[src/sv/mcds_pkg.sv]
// Package for the mm:ss clock display scanner: field widths, register indexes,
// mode codes, reset values and the seven-segment and digit helpers.
// No dependencies.
package mcds_pkg;

  localparam int unsigned ELAPSED_W = 16;
  localparam int unsigned TPS_W     = 20;
  localparam int unsigned LP_W      = 22;
  localparam int unsigned HOFF_W    = 20;
  localparam int unsigned SEC_W     = 12;
  localparam int unsigned SEL_W     = 2;
  localparam int unsigned SEG_W     = 8;
  localparam int unsigned MODE_W    = 2;
  localparam int unsigned CFG_W     = 22;
  localparam int unsigned CFG_IDX_W = 2;

  localparam logic [CFG_IDX_W-1:0] CFG_TICKS_PER_SECOND = 2'd0;
  localparam logic [CFG_IDX_W-1:0] CFG_HOLD_LIMIT       = 2'd1;
  localparam logic [CFG_IDX_W-1:0] CFG_REPEAT_HOLDOFF   = 2'd2;
  localparam logic [CFG_IDX_W-1:0] CFG_ENTRY_HOLDOFF    = 2'd3;

  localparam logic [TPS_W-1:0]  TPS_RESET   = 20'd1000000;
  localparam logic [LP_W-1:0]   LP_RESET    = 22'd2000000;
  localparam logic [HOFF_W-1:0] RHOFF_RESET = 20'd200000;
  localparam logic [HOFF_W-1:0] EHOFF_RESET = 20'd300000;

  localparam logic [MODE_W-1:0] MODE_WAIT_CODE = 2'd0;
  localparam logic [MODE_W-1:0] MODE_RUN_CODE  = 2'd1;
  localparam logic [MODE_W-1:0] MODE_SET_CODE  = 2'd2;

  localparam logic [SEC_W-1:0] SECONDS_WRAP = 12'd3600;
  localparam logic [SEG_W-1:0] DASH_PATTERN = 8'h40;

  function automatic logic [SEG_W-1:0] seg_pattern(input logic [3:0] d);
    logic [SEG_W-1:0] p;
    case (d)
      4'd0:    p = 8'h3F;
      4'd1:    p = 8'h06;
      4'd2:    p = 8'h5B;
      4'd3:    p = 8'h4F;
      4'd4:    p = 8'h66;
      4'd5:    p = 8'h6D;
      4'd6:    p = 8'h7D;
      4'd7:    p = 8'h07;
      4'd8:    p = 8'h7F;
      4'd9:    p = 8'h67;
      default: p = 8'h00;
    endcase
    return p;
  endfunction

  // s / 60 for s < 3840: 17477 / 2^20 is exact over that range
  function automatic logic [5:0] div60(input logic [SEC_W-1:0] s);
    logic [26:0] prod;
    prod = 27'(s) * 27'(17477);
    return prod[25:20];
  endfunction

  // x / 10 for x < 64: 13 / 2^7 is exact over that range
  function automatic logic [2:0] div10(input logic [5:0] x);
    logic [9:0] prod;
    prod = 10'(x) * 10'(13);
    return prod[9:7];
  endfunction

  // Digit at position sel of mm:ss (0 second ones .. 3 minute tens), s < 3600
  function automatic logic [3:0] digit_of(input logic [SEC_W-1:0] s,
                                          input logic [SEL_W-1:0] sel);
    logic [5:0]       mins;
    logic [SEC_W-1:0] sec12;
    logic [5:0]       secs;
    logic [2:0]       s_tens;
    logic [5:0]       s_ones;
    logic [2:0]       m_tens;
    logic [5:0]       m_ones;
    logic [3:0]       d;
    mins   = div60(s);
    sec12  = s - (12'(mins) * 12'd60);
    secs   = sec12[5:0];
    s_tens = div10(secs);
    s_ones = secs - (6'(s_tens) * 6'd10);
    m_tens = div10(mins);
    m_ones = mins - (6'(m_tens) * 6'd10);
    case (sel)
      2'd0:    d = s_ones[3:0];
      2'd1:    d = {1'b0, s_tens};
      2'd2:    d = m_ones[3:0];
      default: d = {1'b0, m_tens};
    endcase
    return d;
  endfunction

endpackage

[src/sv/mmss_clock_display_scanner_top.sv]
// Top level of the mm:ss clock display scanner: mode control, time keeping,
// hold-to-set and set logic, display stage and output register.
// Depends on mcds_pkg.
//
//   channel | direction | handshake           | payload
//   --------+-----------+---------------------+----------------------------------------
//   in      | input     | in_valid/in_ready   | elapsed_ticks, left_pressed, right_pressed
//   out     | output    | out_valid/out_ready | segments, digit_select, clock_mode
//   cfg     | input     | cfg_we              | cfg_index, cfg_wdata
//
// One scan slot per cycle while the slot's sub-second ticks plus elapsed ticks stay below
// twice ticks_per_second and the output is not stalled; the result is registered in the
// display stage, then the output register. A Run slot with a larger total goes through a
// one-bit-per-cycle restoring divider; no new slot is taken until its result is loaded.
// Reset is synchronous and puts the block in Wait with the scan, time, hold and holdoff counters cleared.
// A stalled output holds its register; the display stage and the input back up behind it.
module mmss_clock_display_scanner_top (
  input  logic                                clk,
  input  logic                                rst_n,
  input  logic                                in_valid,
  output logic                                in_ready,
  input  logic [mcds_pkg::ELAPSED_W-1:0]      in_elapsed_ticks,
  input  logic                                in_left_pressed,
  input  logic                                in_right_pressed,
  output logic                                out_valid,
  input  logic                                out_ready,
  output logic [mcds_pkg::SEG_W-1:0]          out_segments,
  output logic [mcds_pkg::SEL_W-1:0]          out_digit_select,
  output logic [mcds_pkg::MODE_W-1:0]         out_clock_mode,
  input  logic                                cfg_we,
  input  logic [mcds_pkg::CFG_IDX_W-1:0]      cfg_index,
  input  logic [mcds_pkg::CFG_W-1:0]          cfg_wdata
);

  localparam int unsigned TOTAL_W = mcds_pkg::TPS_W + 1;
  localparam logic [4:0]  DIV_LAST = 5'(TOTAL_W - 1);

  typedef enum logic [mcds_pkg::MODE_W-1:0] {
    MODE_WAIT = mcds_pkg::MODE_WAIT_CODE,
    MODE_RUN  = mcds_pkg::MODE_RUN_CODE,
    MODE_SET  = mcds_pkg::MODE_SET_CODE
  } mode_t;

  typedef enum logic [1:0] {
    DIV_IDLE,
    DIV_RUN,
    DIV_DONE
  } div_t;

  typedef struct packed {
    logic [mcds_pkg::SEC_W-1:0]  value;
    logic [mcds_pkg::SEL_W-1:0]  sel;
    logic                        dash;
    logic [mcds_pkg::MODE_W-1:0] mode;
  } disp_t;

  // configuration
  logic [mcds_pkg::TPS_W-1:0]  tps_r, tps_nxt;
  logic [mcds_pkg::LP_W-1:0]   lp_r, lp_nxt;
  logic [mcds_pkg::HOFF_W-1:0] rhoff_r, rhoff_nxt;
  logic [mcds_pkg::HOFF_W-1:0] ehoff_r, ehoff_nxt;

  // clock state
  mode_t                       mode_r, mode_nxt;
  logic [mcds_pkg::SEL_W-1:0]  scan_r, scan_nxt;
  logic [mcds_pkg::TPS_W-1:0]  sub_r, sub_nxt;
  logic [mcds_pkg::SEC_W-1:0]  sec_r, sec_nxt;
  logic [mcds_pkg::SEC_W-1:0]  setv_r, setv_nxt;
  logic [mcds_pkg::LP_W-1:0]   hold_r, hold_nxt;
  logic [mcds_pkg::HOFF_W-1:0] hoff_r, hoff_nxt;

  // divider
  div_t                        div_st_r, div_st_nxt;
  logic [mcds_pkg::TPS_W-1:0]  div_rem_r, div_rem_nxt;
  logic [TOTAL_W-1:0]          div_num_r, div_num_nxt;
  logic [4:0]                  div_cnt_r, div_cnt_nxt;
  logic [mcds_pkg::SEC_W-1:0]  div_q_r, div_q_nxt;
  disp_t                       pend_r, pend_nxt;
  logic                        pend_set_r, pend_set_nxt;

  // display stage and output register
  logic                        s1_v_r, s1_v_nxt;
  disp_t                       s1_r, s1_nxt;
  logic                        out_valid_r, out_valid_nxt;
  logic [mcds_pkg::SEG_W-1:0]  out_seg_r, out_seg_nxt;
  logic [mcds_pkg::SEL_W-1:0]  out_sel_r, out_sel_nxt;
  logic [mcds_pkg::MODE_W-1:0] out_mode_r, out_mode_nxt;

  logic                        accept, s1_adv, s1_free, s1_load;
  disp_t                       s1_in, disp;
  logic                        use_set, progress, slow;

  logic [mcds_pkg::TPS_W-1:0]  tps_eff;
  logic [TOTAL_W-1:0]          total, tps_ext, tps_dbl;
  logic                        one_sec, fast;
  logic [mcds_pkg::TPS_W-1:0]  sub_fast;
  logic [mcds_pkg::SEC_W-1:0]  sec_inc;
  logic [mcds_pkg::LP_W:0]     hold_sum;
  logic [mcds_pkg::LP_W-1:0]   hold_sat;
  logic                        long_done;
  logic [mcds_pkg::LP_W+1:0]   hold4, lp1, lp2, lp3;
  logic [mcds_pkg::SEL_W-1:0]  prog_sel;
  logic [mcds_pkg::HOFF_W-1:0] elapsed_ext, hoff_dec;
  logic [mcds_pkg::SEC_W-1:0]  set_plus1, set_plus60;
  logic [mcds_pkg::SEC_W:0]    set_sum60;
  logic [TOTAL_W-1:0]          trial;
  logic                        trial_ge;
  logic [mcds_pkg::TPS_W-1:0]  rem_step;
  logic [mcds_pkg::SEC_W:0]    q_dbl, sec_sum;
  logic [mcds_pkg::SEC_W-1:0]  q_step, sec_fin;

  // datapath pieces
  always_comb begin
    tps_eff  = (tps_r == '0) ? mcds_pkg::TPS_W'(1) : tps_r;
    tps_ext  = {1'b0, tps_eff};
    tps_dbl  = {tps_eff, 1'b0};
    total    = TOTAL_W'(sub_r) + TOTAL_W'(in_elapsed_ticks);
    one_sec  = total >= tps_ext;
    fast     = total < tps_dbl;
    sub_fast = one_sec ? mcds_pkg::TPS_W'(total - tps_ext) : total[mcds_pkg::TPS_W-1:0];
    sec_inc  = (sec_r == mcds_pkg::SECONDS_WRAP - 12'd1) ? '0 : sec_r + 12'd1;

    hold_sum  = (mcds_pkg::LP_W+1)'(hold_r) + (mcds_pkg::LP_W+1)'(in_elapsed_ticks);
    hold_sat  = hold_sum[mcds_pkg::LP_W] ? '1 : hold_sum[mcds_pkg::LP_W-1:0];
    long_done = hold_sat >= lp_r;
    // progress digit = hold * 4 / hold limit, below 4 since hold < limit here
    hold4 = {hold_sat, 2'b00};
    lp1   = (mcds_pkg::LP_W+2)'(lp_r);
    lp2   = {1'b0, lp_r, 1'b0};
    lp3   = lp1 + lp2;
    if (hold4 >= lp3) begin
      prog_sel = 2'd3;
    end else if (hold4 >= lp2) begin
      prog_sel = 2'd2;
    end else if (hold4 >= lp1) begin
      prog_sel = 2'd1;
    end else begin
      prog_sel = 2'd0;
    end

    elapsed_ext = mcds_pkg::HOFF_W'(in_elapsed_ticks);
    hoff_dec    = (hoff_r > elapsed_ext) ? hoff_r - elapsed_ext : '0;
    set_plus1   = (setv_r == mcds_pkg::SECONDS_WRAP - 12'd1) ? '0 : setv_r + 12'd1;
    set_sum60   = (mcds_pkg::SEC_W+1)'(setv_r) + 13'd60;
    set_plus60  = (set_sum60 >= 13'(mcds_pkg::SECONDS_WRAP))
                  ? mcds_pkg::SEC_W'(set_sum60 - 13'(mcds_pkg::SECONDS_WRAP))
                  : set_sum60[mcds_pkg::SEC_W-1:0];

    // one restoring step; the quotient is kept modulo 3600 as its bits arrive
    trial    = {div_rem_r, div_num_r[TOTAL_W-1]};
    trial_ge = trial >= tps_ext;
    rem_step = trial_ge ? mcds_pkg::TPS_W'(trial - tps_ext) : trial[mcds_pkg::TPS_W-1:0];
    q_dbl    = {div_q_r, trial_ge};
    q_step   = (q_dbl >= 13'(mcds_pkg::SECONDS_WRAP))
               ? mcds_pkg::SEC_W'(q_dbl - 13'(mcds_pkg::SECONDS_WRAP))
               : q_dbl[mcds_pkg::SEC_W-1:0];
    sec_sum  = (mcds_pkg::SEC_W+1)'(sec_r) + (mcds_pkg::SEC_W+1)'(div_q_r);
    sec_fin  = (sec_sum >= 13'(mcds_pkg::SECONDS_WRAP))
               ? mcds_pkg::SEC_W'(sec_sum - 13'(mcds_pkg::SECONDS_WRAP))
               : sec_sum[mcds_pkg::SEC_W-1:0];
  end

  // handshake
  always_comb begin
    s1_adv   = s1_v_r && (!out_valid_r || out_ready);
    s1_free  = !s1_v_r || s1_adv;
    in_ready = (div_st_r == DIV_IDLE) && s1_free;
    accept   = in_valid && in_ready;
  end

  // next state
  always_comb begin
    tps_nxt      = tps_r;
    lp_nxt       = lp_r;
    rhoff_nxt    = rhoff_r;
    ehoff_nxt    = ehoff_r;
    mode_nxt     = mode_r;
    scan_nxt     = scan_r;
    sub_nxt      = sub_r;
    sec_nxt      = sec_r;
    setv_nxt     = setv_r;
    hold_nxt     = hold_r;
    hoff_nxt     = hoff_r;
    div_st_nxt   = div_st_r;
    div_rem_nxt  = div_rem_r;
    div_num_nxt  = div_num_r;
    div_cnt_nxt  = div_cnt_r;
    div_q_nxt    = div_q_r;
    pend_nxt     = pend_r;
    pend_set_nxt = pend_set_r;
    s1_load      = 1'b0;
    s1_in        = s1_r;
    disp         = '0;
    use_set      = 1'b0;
    progress     = 1'b0;
    slow         = 1'b0;

    if (cfg_we) begin
      case (cfg_index)
        mcds_pkg::CFG_TICKS_PER_SECOND: tps_nxt   = cfg_wdata[mcds_pkg::TPS_W-1:0];
        mcds_pkg::CFG_HOLD_LIMIT:       lp_nxt    = cfg_wdata[mcds_pkg::LP_W-1:0];
        mcds_pkg::CFG_REPEAT_HOLDOFF:   rhoff_nxt = cfg_wdata[mcds_pkg::HOFF_W-1:0];
        mcds_pkg::CFG_ENTRY_HOLDOFF:    ehoff_nxt = cfg_wdata[mcds_pkg::HOFF_W-1:0];
        default: ;
      endcase
    end

    if (accept) begin
      scan_nxt = scan_r + 2'd1;
      disp.sel = scan_r;
      case (mode_r)
        MODE_RUN: begin
          if (fast) begin
            sub_nxt = sub_fast;
            sec_nxt = one_sec ? sec_inc : sec_r;
          end else begin
            slow        = 1'b1;
            div_st_nxt  = DIV_RUN;
            div_rem_nxt = '0;
            div_num_nxt = total;
            div_cnt_nxt = DIV_LAST;
            div_q_nxt   = '0;
          end
          if (in_right_pressed) begin
            if (long_done) begin
              mode_nxt = MODE_SET;
              setv_nxt = '0;
              hoff_nxt = ehoff_r;
              hold_nxt = '0;
            end else begin
              hold_nxt = hold_sat;
              progress = 1'b1;
              disp.sel = prog_sel;
            end
          end else begin
            hold_nxt = '0;
          end
        end
        MODE_SET: begin
          hoff_nxt = hoff_dec;
          if (hoff_dec == '0) begin
            if (in_left_pressed && in_right_pressed) begin
              sec_nxt  = setv_r;
              sub_nxt  = '0;
              hold_nxt = '0;
              mode_nxt = MODE_RUN;
            end else if (in_right_pressed) begin
              setv_nxt = set_plus1;
              hoff_nxt = rhoff_r;
            end else if (in_left_pressed) begin
              setv_nxt = set_plus60;
              hoff_nxt = rhoff_r;
            end
          end
        end
        default: begin
          mode_nxt = MODE_WAIT;
          if (in_left_pressed || in_right_pressed) begin
            mode_nxt = MODE_RUN;
            sec_nxt  = '0;
            sub_nxt  = '0;
            hold_nxt = '0;
          end
        end
      endcase
      use_set    = (mode_nxt == MODE_SET);
      disp.mode  = mode_nxt;
      disp.dash  = progress || (mode_nxt == MODE_WAIT);
      disp.value = use_set ? setv_nxt : sec_nxt;
      if (slow) begin
        // hold the display fields until the new seconds count is known
        pend_nxt     = disp;
        pend_set_nxt = use_set;
      end else begin
        s1_load = 1'b1;
        s1_in   = disp;
      end
    end

    case (div_st_r)
      DIV_RUN: begin
        div_rem_nxt = rem_step;
        div_num_nxt = {div_num_r[TOTAL_W-2:0], 1'b0};
        div_q_nxt   = q_step;
        if (div_cnt_r == '0) begin
          div_st_nxt = DIV_DONE;
        end else begin
          div_cnt_nxt = div_cnt_r - 5'd1;
        end
      end
      DIV_DONE: begin
        if (s1_free) begin
          sec_nxt     = sec_fin;
          sub_nxt     = div_rem_r;
          s1_load     = 1'b1;
          s1_in       = pend_r;
          s1_in.value = pend_set_r ? setv_r : sec_fin;
          div_st_nxt  = DIV_IDLE;
        end
      end
      default: ;
    endcase

    s1_nxt   = s1_load ? s1_in : s1_r;
    s1_v_nxt = s1_load || (s1_v_r && !s1_adv);
  end

  // output register
  always_comb begin
    out_valid_nxt = out_valid_r;
    out_seg_nxt   = out_seg_r;
    out_sel_nxt   = out_sel_r;
    out_mode_nxt  = out_mode_r;
    if (s1_adv) begin
      out_valid_nxt = 1'b1;
      out_seg_nxt   = s1_r.dash ? mcds_pkg::DASH_PATTERN
                      : mcds_pkg::seg_pattern(mcds_pkg::digit_of(s1_r.value, s1_r.sel));
      out_sel_nxt   = s1_r.sel;
      out_mode_nxt  = s1_r.mode;
    end else if (out_ready) begin
      out_valid_nxt = 1'b0;
    end
  end

  always_ff @(posedge clk) begin
    if (!rst_n) begin
      tps_r       <= mcds_pkg::TPS_RESET;
      lp_r        <= mcds_pkg::LP_RESET;
      rhoff_r     <= mcds_pkg::RHOFF_RESET;
      ehoff_r     <= mcds_pkg::EHOFF_RESET;
      mode_r      <= MODE_WAIT;
      scan_r      <= '0;
      sub_r       <= '0;
      sec_r       <= '0;
      setv_r      <= '0;
      hold_r      <= '0;
      hoff_r      <= '0;
      div_st_r    <= DIV_IDLE;
      s1_v_r      <= 1'b0;
      out_valid_r <= 1'b0;
    end else begin
      tps_r       <= tps_nxt;
      lp_r        <= lp_nxt;
      rhoff_r     <= rhoff_nxt;
      ehoff_r     <= ehoff_nxt;
      mode_r      <= mode_nxt;
      scan_r      <= scan_nxt;
      sub_r       <= sub_nxt;
      sec_r       <= sec_nxt;
      setv_r      <= setv_nxt;
      hold_r      <= hold_nxt;
      hoff_r      <= hoff_nxt;
      div_st_r    <= div_st_nxt;
      s1_v_r      <= s1_v_nxt;
      out_valid_r <= out_valid_nxt;
    end
    div_rem_r  <= div_rem_nxt;
    div_num_r  <= div_num_nxt;
    div_cnt_r  <= div_cnt_nxt;
    div_q_r    <= div_q_nxt;
    pend_r     <= pend_nxt;
    pend_set_r <= pend_set_nxt;
    s1_r       <= s1_nxt;
    out_seg_r  <= out_seg_nxt;
    out_sel_r  <= out_sel_nxt;
    out_mode_r <= out_mode_nxt;
  end

  assign out_valid        = out_valid_r;
  assign out_segments     = out_seg_r;
  assign out_digit_select = out_sel_r;
  assign out_clock_mode   = out_mode_r;

endmodule

[config.mk]
export PLATFORM = sky130hd
export DESIGN_NAME = mmss_clock_display_scanner_top
export DESIGN_NICKNAME = d
export VERILOG_FILES = /design/src/sv/mcds_pkg.sv /design/src/sv/mmss_clock_display_scanner_top.sv
export SDC_FILE = /design/constraint.sdc
export NUM_CORES = 1
export LEC_CHECK = 0
export BUFFER_PORTS_ARGS = -buffer_cell sky130_fd_sc_hd__clkbuf_2
export CORE_MARGIN = 5
export CORE_UTILIZATION = 36
export CTS_CLUSTER_SIZE = 20
export DETAILED_ROUTE_END_ITERATION = 7
export PLACE_DENSITY = 0.49
export SETUP_SLACK_MARGIN = 0.2
export SLEW_MARGIN = 20
export SYNTH_ARGS = -nofsm -noshare
export SYNTH_HDL_FRONTEND = slang
export SYNTH_SLANG_ARGS = --single-unit
[constraint.sdc]
create_clock -name clk -period 24.9 [get_ports clk]
set_input_delay 0 -clock clk [delete_from_list [all_inputs] [get_ports clk]]
set_output_delay 0 -clock clk [all_outputs]
set_load 0.05 [all_outputs]
### Word level (Yosys, flattened, before mapping)

Memory sizes are Yosys's and may differ from the RTL's. A register that Yosys moved wholly into a read port is not among the register bits.
Index checks and enable logic that the tools add are counted.

| storage, ports and cells | value |
|---|---|
| memories | 1 |
| word-level logic and storage cells | 222 |
| ROM bits | 112 |
| RAM bits | 0 |
| bits in latches | 0 |
| output and inout bits | 14 |
| bits of input ports | 47 |
| bits in registers | 269 |

| cells by class | value |
|---|---|
| $add $sub $neg | 18 |
| bitwise operators | 1 |
| magnitude comparators | 11 |
| equality and inequality tests | 17 |
| shifts and indexed selects | 0 |
| div/mod/pow operators | 0 |
| muxes and demuxes | 104 |
| reduce and logical (&&, ||, !) cells | 34 |
| multipliers | 6 |

Memory list:

| name | words | width | read ports | clocked after memory_dff | wr ports | RTL line | RTL |
|---|---|---|---|---|---|---|---|
| (no name shown) | 16 | 7 | 1 | 1 | 0 | mcds_pkg.sv:36 | `case (d)` |

Operator list:

| cell | count |
|---|---|
| 20-bit two-way mux | 21 |
| 12-bit two-way mux | 25 |
| 22-bit two-way mux | 6 |
| 21-bit two-way mux | 4 |
| 20-bit case mux with 2 select lines | 2 |
| 17-bit two-way mux | 4 |
| 12-bit case mux with 2 select lines | 2 |
| 22-bit case mux with 2 select lines | 1 |
| 21-bit by 20-bit >= comparator with 1-bit output | 2 |
| 20-bit zero test | 2 |
| 20-bit subtractor | 2 |
| 13-bit by 12-bit >= comparator with 1-bit output, second input constant | 3 |
| 12-bit subtractor, second input constant | 3 |
| 2-bit two-way mux | 15 |
| 12-bit by 15-bit multiplier with 26-bit output, second input constant | 1 |
| 5-bit two-way mux | 5 |
| 12-bit by 1-bit adder with 12-bit output, second input constant | 2 |
| 22-bit by 23-bit adder with 24-bit output | 1 |
| 12-bit equality test, second input constant | 2 |
| 24-bit by 22-bit >= comparator with 1-bit output | 1 |
| 24-bit by 23-bit >= comparator with 1-bit output | 1 |
| 24-bit >= comparator | 1 |
| 22-bit by 16-bit adder with 23-bit output | 1 |
| 22-bit >= comparator | 1 |
| 32 further kinds | 83 |

### Depth between registers and ports, before layout

Gate-level depths: netlist of run 1.

| depth | value |
|---|---|
| depth in word-level cells | 13 |
| gate-level depth with buffers | 43 |
| gate-level depth less buffers | 42 |

### Least setup slack after synthesis of run 1

No wires, ideal clock.

| timing path | value |
|---|---|
| path kind | register to register |
| start | reg s1_r[14] in the netlist's numbering |
| end | reg out_seg_r, in the netlist out_segments[1] (data pin) |
| path slack | 16065 ps |
| stages on the path, launching flop included | 40 |
| setup time | 256 ps |
| clock period less this slack | 8835 ps |
| data required time | 24644 ps |
| path buffers | 1 |
| arrival time | 8579 ps |
| cells stage by stage | edfxtp_1 -> ha_1 -> fa_1 -> fa_1 -> inv_1 -> fa_1 -> inv_1 -> ha_1 -> nand3b_1 -> or3_1 -> a21oi_1 -> a21oi_1 -> xor2_1 -> inv_1 -> ha_1 -> ha_1 -> ha_1 -> inv_1 -> (+4 left out) -> inv_1 -> ha_1 -> and4b_1 -> o21a_1 -> o21a_1 -> o21a_1 -> o21a_1 -> or2_2 -> inv_1 -> fa_1 -> xor2_1 -> xnor2_1 -> xnor2_1 -> nor2_1 -> a211oi_2 -> buf_2 -> nand2_1 -> a31o_2 |

| on the way | value |
|---|---|
| word-level cells in the longest chain between the ends | 8 |
| elaborated cells on any way between the ends | 11 |
| those cells by class | add/sub: 3; mul: 6; mux: 2 |

Ends and longest elaborated chain:

| item | RTL line | RTL |
|---|---|---|
| start: declaration | mmss_clock_display_scanner_top.sv:83 | `disp_t s1_r, s1_nxt;` |
| start signal: assignment | mmss_clock_display_scanner_top.sv:363 | `s1_r <= s1_nxt;` |
| 12-bit by 15-bit multiplier with 26-bit output (*) | mcds_pkg.sv:55 | `prod = 27'(s) * 27'(17477);` |
| 6-bit by 4-bit multiplier with 4-bit output | mcds_pkg.sv:78 | `sec12 = s - (12'(mins) * 12'd60);` |
| 6-bit subtractor | mcds_pkg.sv:78 |  |
| 6-bit by 4-bit multiplier with 10-bit output | mcds_pkg.sv:62 | `prod = 10'(x) * 10'(13);` |
| 3-bit by 3-bit multiplier with 3-bit output | mcds_pkg.sv:81 | `s_ones = secs - (6'(s_tens) * 6'd10);` |
| 4-bit subtractor | mcds_pkg.sv:81 |  |
| 4-bit case mux with 3 select lines (*) | mcds_pkg.sv:84 | `case (sel)` |
| 4-bit two-way mux (*) | mmss_clock_display_scanner_top.sv:314 | `if (s1_adv) begin` |
| end: declaration | mmss_clock_display_scanner_top.sv:85 | `logic [mcds_pkg::SEG_W-1:0] out_seg_r, out_seg_nxt;` |

Every way passes the cells marked *; elsewhere a longest branch is shown, timed or not. The select of a mux whose other input is x is not followed.
A chain may end at the register's enable or synchronous reset.

### Worst setup path in the final report of run 1

| timing path | value |
|---|---|
| start | reg s1_r[14] in the netlist's numbering |
| end | reg out_seg_r, in the netlist out_segments[6] (data pin) |

The elaborated chain is that of the path after synthesis.

==> impl_metrics.csv, run 1 <==
group,metric,value,unit
critical_path,slowest_stage,"a211oi_2",
critical_path,critPathKind,"reg -> reg",
outcome,status,"complete, no violations",
synthesis,postSynthCellCount,3083,
clock_tree,cts.sinks,268,
sta,final-max-slew-violation-count,0,
sta,final_hold_viol_count,0,
finish,final_layout_size_suffix_gt1_share,6.82,%
routing,via_per_inst,5.69,
critical_path,max_stage_delay,0.77,ns
finish,fillers,6822,
routing,postRouteAntennaNets,0,
routing,wl_per_cell,20.8,um
global_routing,grt_antenna_before_repair,2,
finish,instances_no_fill,3997,
place,port_buffers,59,
job,drv_cap,0,
critical_path,cp.arrival,10.16,ns
critical_path,r2r-start,"s1_r[14]$_DFFE_PP_",
clock_tree,clockBufferDepth,3,
clock_tree,clockRootBuffer,"clkbuf_16",
sta,fin_setup_tns,0,ns
synthesis,synth_enable_flop_cells,86,
place,post-dp-hpwl,62.7,mm
synthesis,synth.top_cells.by_area,"ha_1 17%, dfxtp_1 15%, edfxtp_1 11%, nand2_1 6.3%, a21oi_1 5.5%",
synthesis,yosys_warnings,0,
sta,slew_headroom,30.4,%
finish,num_antenna_cells,0,
synthesis,ys_types,86,
finish,multiInputGateArea,17100,sq um
floorplan,die_area,73600,sq um
sta,setup_viol,0,
sta,tightest_slew,1.04,ns
critical_path,start_kind,"flop",
synthesis,yosysMostFrequentCell,"nand2_1",
synthesis,yosysTopAreaCellShare,17.2,%
clock_tree,h-tree-depth,2,
finish,nets,3508,
routing,post-route-drc-count,0,
sta,fin_hold_ws,0.0452,ns
clock_tree,postCtsSetupBuffers,0,
routing,drt_first_pass_iters,6,
global_routing,busiest_layer,"met2",
critical_path,worst-path-max-fanout,14,
clock_tree,path_clk_slew,0.06,ns
synthesis,synthFlopType,"dfxtp_1",
sta,fin_crit,9.86,ns
synthesis,synth-seq-area-share,25.3,%
critical_path,path_buf_inv,7,
critical_path,cp_top_family,"adder cells",
routing,drtIter0Drc,1854,
clock_tree,cts_resized,0,
sta,clock_skew,0.0194,ns
floorplan,die_x,271,um
synthesis,synth_nets,3497,
synthesis,netlist_top_cells_count,"413 x nand2_1, 337 x ha_1, 268 x a21oi_1",
finish,seq_area,6230,sq um
worst_hold_path,hold_path.class,"in -> reg",
power,p_leak,11.5,nW
floorplan,core_area,67400,sq um
global_routing,grt_use_total,21.6,%
global_routing,gr-usage-met1,29.5,%
floorplan,pin_count,61,
finish,syn2layout_area_growth,11.0,%
clock_tree,clock_latency,0.56,ns
global_routing,grt_pass1_vias,22000,
floorplan,fp-row-count,95,
critical_path,end_kind,"flop",
clock_tree,hold_buffers,23,
clock_tree,cts_inserted_buffers,38,
floorplan,start_util,36.4,%
floorplan,die_h,271,um
synthesis,synthArstFlopShare,0,%
clock_tree,tritoncts,"yes",
global_routing,gr-total-overflow,0,
global_routing,use_met2,36.4,%
power,vdd_drop_max,201,uV
finish,final_util,40.5,%
synthesis,syn_area,24600,sq um
sta,rsz0062_at_grt,"false",
synthesis,avgSynthCellArea,7.97,sq um
sta,fmax,101,MHz
global_routing,grt_first_pass_wirelength,128,mm
power,p_per_area,87.9,nW/um^2
global_routing,grt_util_met3,2.38,%
worst_hold_path,hold_start,"in_valid",
synthesis,ys_seq_elements,268,
synthesis,synth_top_area_cell,"ha_1",
sta,period_share,39.6,%
global_routing,grt_max_degree,86,
place,place_congestion,0.894,
place,placed_cells,3904,
routing,routed_wl,82.9,mm
critical_path,cp.required,25.20,ns
routing,vias,22800,
critical_path,startpoint,"s1_r[14]$_DFFE_PP_",
==> per-stage QoR <==
step / cell area, sq um / worst slack, ns / total power [mW]
floorplan: 24600 / 16.07 / 1.56
global placement: 25600 / 15.15 / 1.77
detailed placement: 25700 / 15.00 / 1.82
CTS: 27300 / 14.97 / 2.42
global route: 27300 / 14.44 / 2.59
finish: 27300 / 15.04 / 2.40
==> worst register-to-register path, delay by kind of cell, from the launching register on <==
family / cells / cell delay, ns
flip-flops: 1 / 0.48
AO/OA/AOI/OAI: 8 / 2.33
buffers and inverters: 7 / 0.50
adder cells (fa/ha/maj): 12 / 4.18
XOR/XNOR: 6 / 1.08
AND/OR/NAND/NOR: 5 / 1.00
==> sequential cells by signal, indices dropped and copies added (netlist names), 17 cells and up <==
signal,cells
div_num_r,21
div_rem_r,20
ehoff_r,20
hoff_r,20
hold_r,22
lp_r,22
rhoff_r,20
s1_r,17
sub_r,20
tps_r,20
==> placed cells by master, fill, tap and decap left out, types with 13 or more instances in the layout <==
| cell | synthesis | final |
|---|---|---|
| a211oi_1 | 29 | 29 |
| a21o_1 | 70 | 70 |
| a21oi_1 | 268 | 267 |
| a221oi_1 | 14 | 14 |
| a31oi_1 | 24 | 24 |
| and2_1 | 42 | 42 |
| and3_1 | 29 | 29 |
| buf_4 | 3 | 25 |
| clkbuf_16 | 0 | 44 |
| clkbuf_2 | 0 | 59 |
| dfxtp_1 | 182 | 182 |
| dlygate4sd3_1 | 0 | 23 |
| edfxtp_1 | 86 | 86 |
| fa_1 | 30 | 30 |
| ha_1 | 337 | 336 |
| inv_1 | 214 | 213 |
| mux2i_1 | 19 | 19 |
| nand2_1 | 413 | 411 |
| nand2b_1 | 24 | 24 |
| nand3_1 | 99 | 99 |
| nand4_1 | 32 | 32 |
| nor2_1 | 215 | 213 |
| nor2b_1 | 40 | 40 |
| nor3_1 | 60 | 60 |
| nor4_1 | 23 | 22 |
| o211ai_1 | 34 | 34 |
| o21a_1 | 41 | 41 |
| o21ai_0 | 176 | 175 |
| o221ai_1 | 14 | 13 |
| o31ai_1 | 19 | 19 |
| or2_2 | 15 | 15 |
| or3_1 | 26 | 26 |
| xnor2_1 | 89 | 89 |
| xor2_1 | 49 | 49 |
==> kinds of logic (layout without fill, tap and decap cells) <==
kind of cell	after synthesis	after routing	share of synthesized area, %
AO/OA/AOI/OAI	866	866	22.9
XOR/XNOR	140	140	5.10
adder cells (fa/ha/maj)	367	367	19.6
buffers and inverters	350	391	5.50
flip-flops	268	268	25.3
multiplexers	31	31	1.42
other	1	1	0.0153
AND/OR/NAND/NOR	1060	1060	20.1
==> final cells by class <==
class | count | share of cell area (%)
Clock inverter | 15 | 0.629
Multi-Input combinational cell | 2465 | 62.6
Tap cell | 873 | 4.01
Timing Repair Buffer | 107 | 2.62
Inverter | 214 | 2.96
Clock buffer | 55 | 4.41
Sequential cell | 268 | 22.8
==> metal layers <==
| metal | share of wire, % | routed length, um |
|---|---|---|
| met5 | 0 | 0 |
| met4 | 2.4 | 1960 |
| met3 | 4.8 | 4000 |
| met2 | 46 | 38500 |
| met1 | 46 | 38500 |
==> where the power goes <==
part	total (mW)	switching [mW]	internal [mW]
combinational	1.29	0.712	0.582
clock	0.593	0.224	0.368
sequential	0.511	0.0168	0.494
==> worst paths after layout <==
kind / slack, ns / cells after the start / to
hold / removal: 0.05 / 5 / setv_r[0]$_SDFFE_PN0P_
setup reg to reg: 15.04 / 38 / out_segments[6]$_SDFFCE_PP1P_
hold reg to reg: 0.45 / 2 / hold_r[11]$_SDFFE_PN0P_
setup / recovery: 15.04 / 38 / out_segments[6]$_SDFFCE_PP1P_
Note: power is estimated with default switching activity, not from simulation.
==> inputs of run 2 (changes only) <==
--- a/config.mk
+++ b/config.mk
@@ -5,12 +5,13 @@
 export SDC_FILE = /design/constraint.sdc
 export NUM_CORES = 1
 export LEC_CHECK = 0
+export ABC_AREA = 1
 export BUFFER_PORTS_ARGS = -buffer_cell sky130_fd_sc_hd__clkbuf_2
 export CORE_MARGIN = 5
 export CORE_UTILIZATION = 36
 export CTS_CLUSTER_SIZE = 20
 export DETAILED_ROUTE_END_ITERATION = 7
-export PLACE_DENSITY = 0.49
+export PLACE_DENSITY = 0.51
 export SETUP_SLACK_MARGIN = 0.2
 export SLEW_MARGIN = 20
 export SYNTH_ARGS = -nofsm -noshare
==> constraint.sdc (replaced) <==
create_clock -name clk -period 8 [get_ports clk]
set_input_delay 0 -clock clk [delete_from_list [all_inputs] [get_ports clk]]
set_output_delay 0 -clock clk [all_outputs]
set_load 0.05 [all_outputs]
==> run 2 against run 1 <==
Compared with the run above:
- global-route usage increased by 0.65 points
- first-iteration DRC count decreased by 3.2%
- maximum frequency increased by 26%
- via count increased by 11%
- power increased to 4.1 times the previous value
- flip-flop and latch count unchanged
- wire length increased by 8.0%
- die area increased by 6.2%
- critical path type unchanged
- largest cell class unchanged
- highest routed layer is now met5
==> impl_metrics.csv, run 2 <==
group,metric,value,unit
clock_tree,clockRootBuffer,"clkbuf_16",
critical_path,cp_top_family,"adder cells",
floorplan,die_x,279,um
sta,fin_setup_tns,0,ns
critical_path,worst-path-max-fanout,6,
clock_tree,clockBufferDepth,3,
synthesis,ys_seq_elements,268,
global_routing,gr-total-overflow,0,
critical_path,cp.arrival,8.16,ns
clock_tree,tritoncts,"yes",
synthesis,synthFlopType,"dfxtp_1",
finish,final_util,41.1,%
critical_path,max_stage_delay,0.55,ns
clock_tree,h-tree-depth,2,
power,p_per_area,334,nW/um^2
place,preCtsSetupSlack,-0.104,ns
synthesis,synthArstFlopShare,0,%
floorplan,fp-row-count,98,
clock_tree,path_clk_slew,0.07,ns
power,p_leak,14.1,nW
sta,fin_crit,7.84,ns
routing,wl_per_cell,18.4,um
sta,setup_slack,0.157,ns
place,place_congestion,0.891,
floorplan,core_area,71700,sq um
synthesis,avgSynthCellArea,6.82,sq um
finish,num_antenna_cells,0,
global_routing,grt_pass1_vias,24100,
floorplan,die_h,279,um
synthesis,synth.top_cells.by_area,"ha_1 16%, dfxtp_1 14%, nand2_1 12%, edfxtp_1 9.9%, a21oi_1 8.8%",
routing,vias,25200,
routing,drtIter0Drc,1794,
floorplan,die_area,78100,sq um
finish,layout_commonest_cell,"nand2_1",
sta,period_share,98.0,%
sta,setup_viol,0,
global_routing,grt_max_degree,68,
outcome,status,"complete, no violations",
sta,final_hold_viol_count,0,
critical_path,critPathKind,"reg -> reg",
floorplan,start_util,36.5,%
finish,fillers,7661,
synthesis,ys_types,66,
routing,post-route-drc-count,0,
sta,fmax,127,MHz
synthesis,synth_compound_area_share,19.3,%
synthesis,yosys_warnings,0,
power,p_total,9.85,mW
critical_path,start_kind,"flop",
sta,slew_headroom,24.8,%
job,drv_cap,0,
routing,postRouteAntennaNets,0,
synthesis,synth_nets,4246,
synthesis,netlist_top_cells_count,"857 x nand2_1, 496 x inv_1, 460 x a21oi_1",
clock_tree,clock_latency,0.58,ns
synthesis,synth_top_area_cell,"ha_1",
critical_path,slowest_stage,"fa_2",
synthesis,syn_area,26100,sq um
critical_path,end_kind,"flop",
synthesis,postSynthCellCount,3832,
sta,rsz0062_at_grt,"true",
finish,syn2layout_area_growth,12.7,%
synthesis,synth_mux_area_share,0,%
finish,reg_top3,"hold_r (22), lp_r (22), div_num_r (21)",
finish,final_layout_size_suffix_gt1_share,8.02,%
place,placed_cells,4763,
global_routing,grt_first_pass_wirelength,139,mm
place,port_buffers,59,
synthesis,synth_top_family_by_area,"simple AND/OR/NAND/NOR gates",
routing,via_per_inst,5.16,
clock_tree,cts.sinks,268,
synthesis,synth-seq-area-share,23.8,%
critical_path,path_buf_inv,8,
sta,tightest_slew,1.12,ns
global_routing,grt_use_total,22.2,%
finish,nets,4314,
synthesis,synthSimpleGateAreaFrac,24.6,%
routing,routed_wl,89.5,mm
routing,drt_first_pass_iters,5,
finish,final_cell_mix,"841 x nand2_1, 490 x inv_1, 452 x a21oi_1, 327 x ha_1, 303 x o21ai_0",
synthesis,yosys.area_share.adder,18.4,%
synthesis,yosysTopAreaCellShare,16.1,%
clock_tree,cts_inserted_buffers,37,
floorplan,pin_count,61,
worst_hold_path,hold_path.class,"in -> reg",
global_routing,grt_antenna_before_repair,5,
sta,clock_skew,0.0371,ns
synthesis,synth-xor-area-share,4.49,%
synthesis,synth_enable_flop_cells,86,
sta,final-max-slew-violation-count,0,
synthesis,yosysMostFrequentCell,"nand2_1",
power,vdd_drop_max,817,uV
critical_path,cp.required,8.31,ns
place,post-dp-hpwl,67.4,mm
finish,instances_no_fill,4878,
## run 2: cell count changes after synthesis, sizes merged, moves of 40 or more
cell | previous run | this run
inv | 214 | 503
o21ai | 180 | 318
nand3 | 99 | 218
a21oi | 270 | 469
nor2 | 215 | 280
a21o | 70 | 5
nand2 | 413 | 867
nor2b | 40 | 0
## run 2: layout make-up
type,instances,area (sq um),area share (%)
clock buffers,50,1070,3.63
clock inverters,17,186,0.633
inverters,506,1900,6.46
multi-input cells,2924,17700,60.1
flip-flops and latches,268,6230,21.1
well taps,950,1190,4.04
repair buffers,163,1170,3.96
## run 2: cells by family (layout without fill, tap and decap cells)
group,count (synthesis),count (layout)
simple gates,1498,1498
compound gates,924,924
buf+inv,640,736
fa+ha+maj,367,367
flops,268,268
xor+xnor,134,134
other cells,1,1
## run 2: power by group
| group | internal (mW) | switching, mW |
|---|---|---|
| logic | 2.98 | 3.51 |
| clock network | 1.02 | 0.705 |
| registers | 1.58 | 0.0684 |
| total | 5.57 | 4.28 |
## run 2: what timing repair did
item | CTS | global route
hold endpoints to repair | 89 | 0
buffers inserted | 11 | 3
gates resized for setup | 18 | 22
hold buffers | 34 | 0
setup endpoints to repair | 7 | 7
pin swaps | 26 | 23
## run 2: metrics by stage
| stage | hold slack (ns) | instance area, sq um |
|---|---|---|
| 2_1_floorplan | 0.126 | 26200 |
| 3_3_place_gp | 0.306 | 27600 |
| 3_5_place_dp | 0.303 | 27600 |
| 4_1_cts | 0.00732 | 29300 |
| 5_1_grt | 0.0718 | 29500 |
| 6_report | 0.0607 | 29500 |
## run 2: worst min-delay path: cells and delay by family
family,cells,cell delay (ns)
AO/OA/AOI/OAI,1,0.16
AND/OR/NAND/NOR,2,0.13
buffers and inverters,2,0.29
## run 2: layer usage
layer | up-vias | wire length [um] | track usage, % | part of all wire, %
li1 | 13000 | - | - | -
met1 | 11500 | 43300 | 31.2 | 48
met2 | 554 | 39100 | 35.5 | 44
met3 | 122 | 4600 | 3.48 | 5.1
met4 | 6 | 2560 | 6.25 | 2.9
met5 | - | 28 | 0 | 0.031
## run 2: path summary, 6_finish.rpt
kind | startpoint | to | slack (ns) | depth (start not counted)
setup / recovery | s1_r[16]$_DFFE_PP_ | out_segments[4]$_SDFFCE_PP0P_ | 0.16 | 42
hold / removal | cfg_we | lp_r[18]$_SDFFE_PN1P_ | 0.06 | 5
setup reg to reg | s1_r[16]$_DFFE_PP_ | out_segments[4]$_SDFFCE_PP0P_ | 0.16 | 42
hold reg to reg | rhoff_r[9]$_SDFFE_PN0P_ | rhoff_r[9]$_SDFFE_PN0P_ | 0.45 | 2
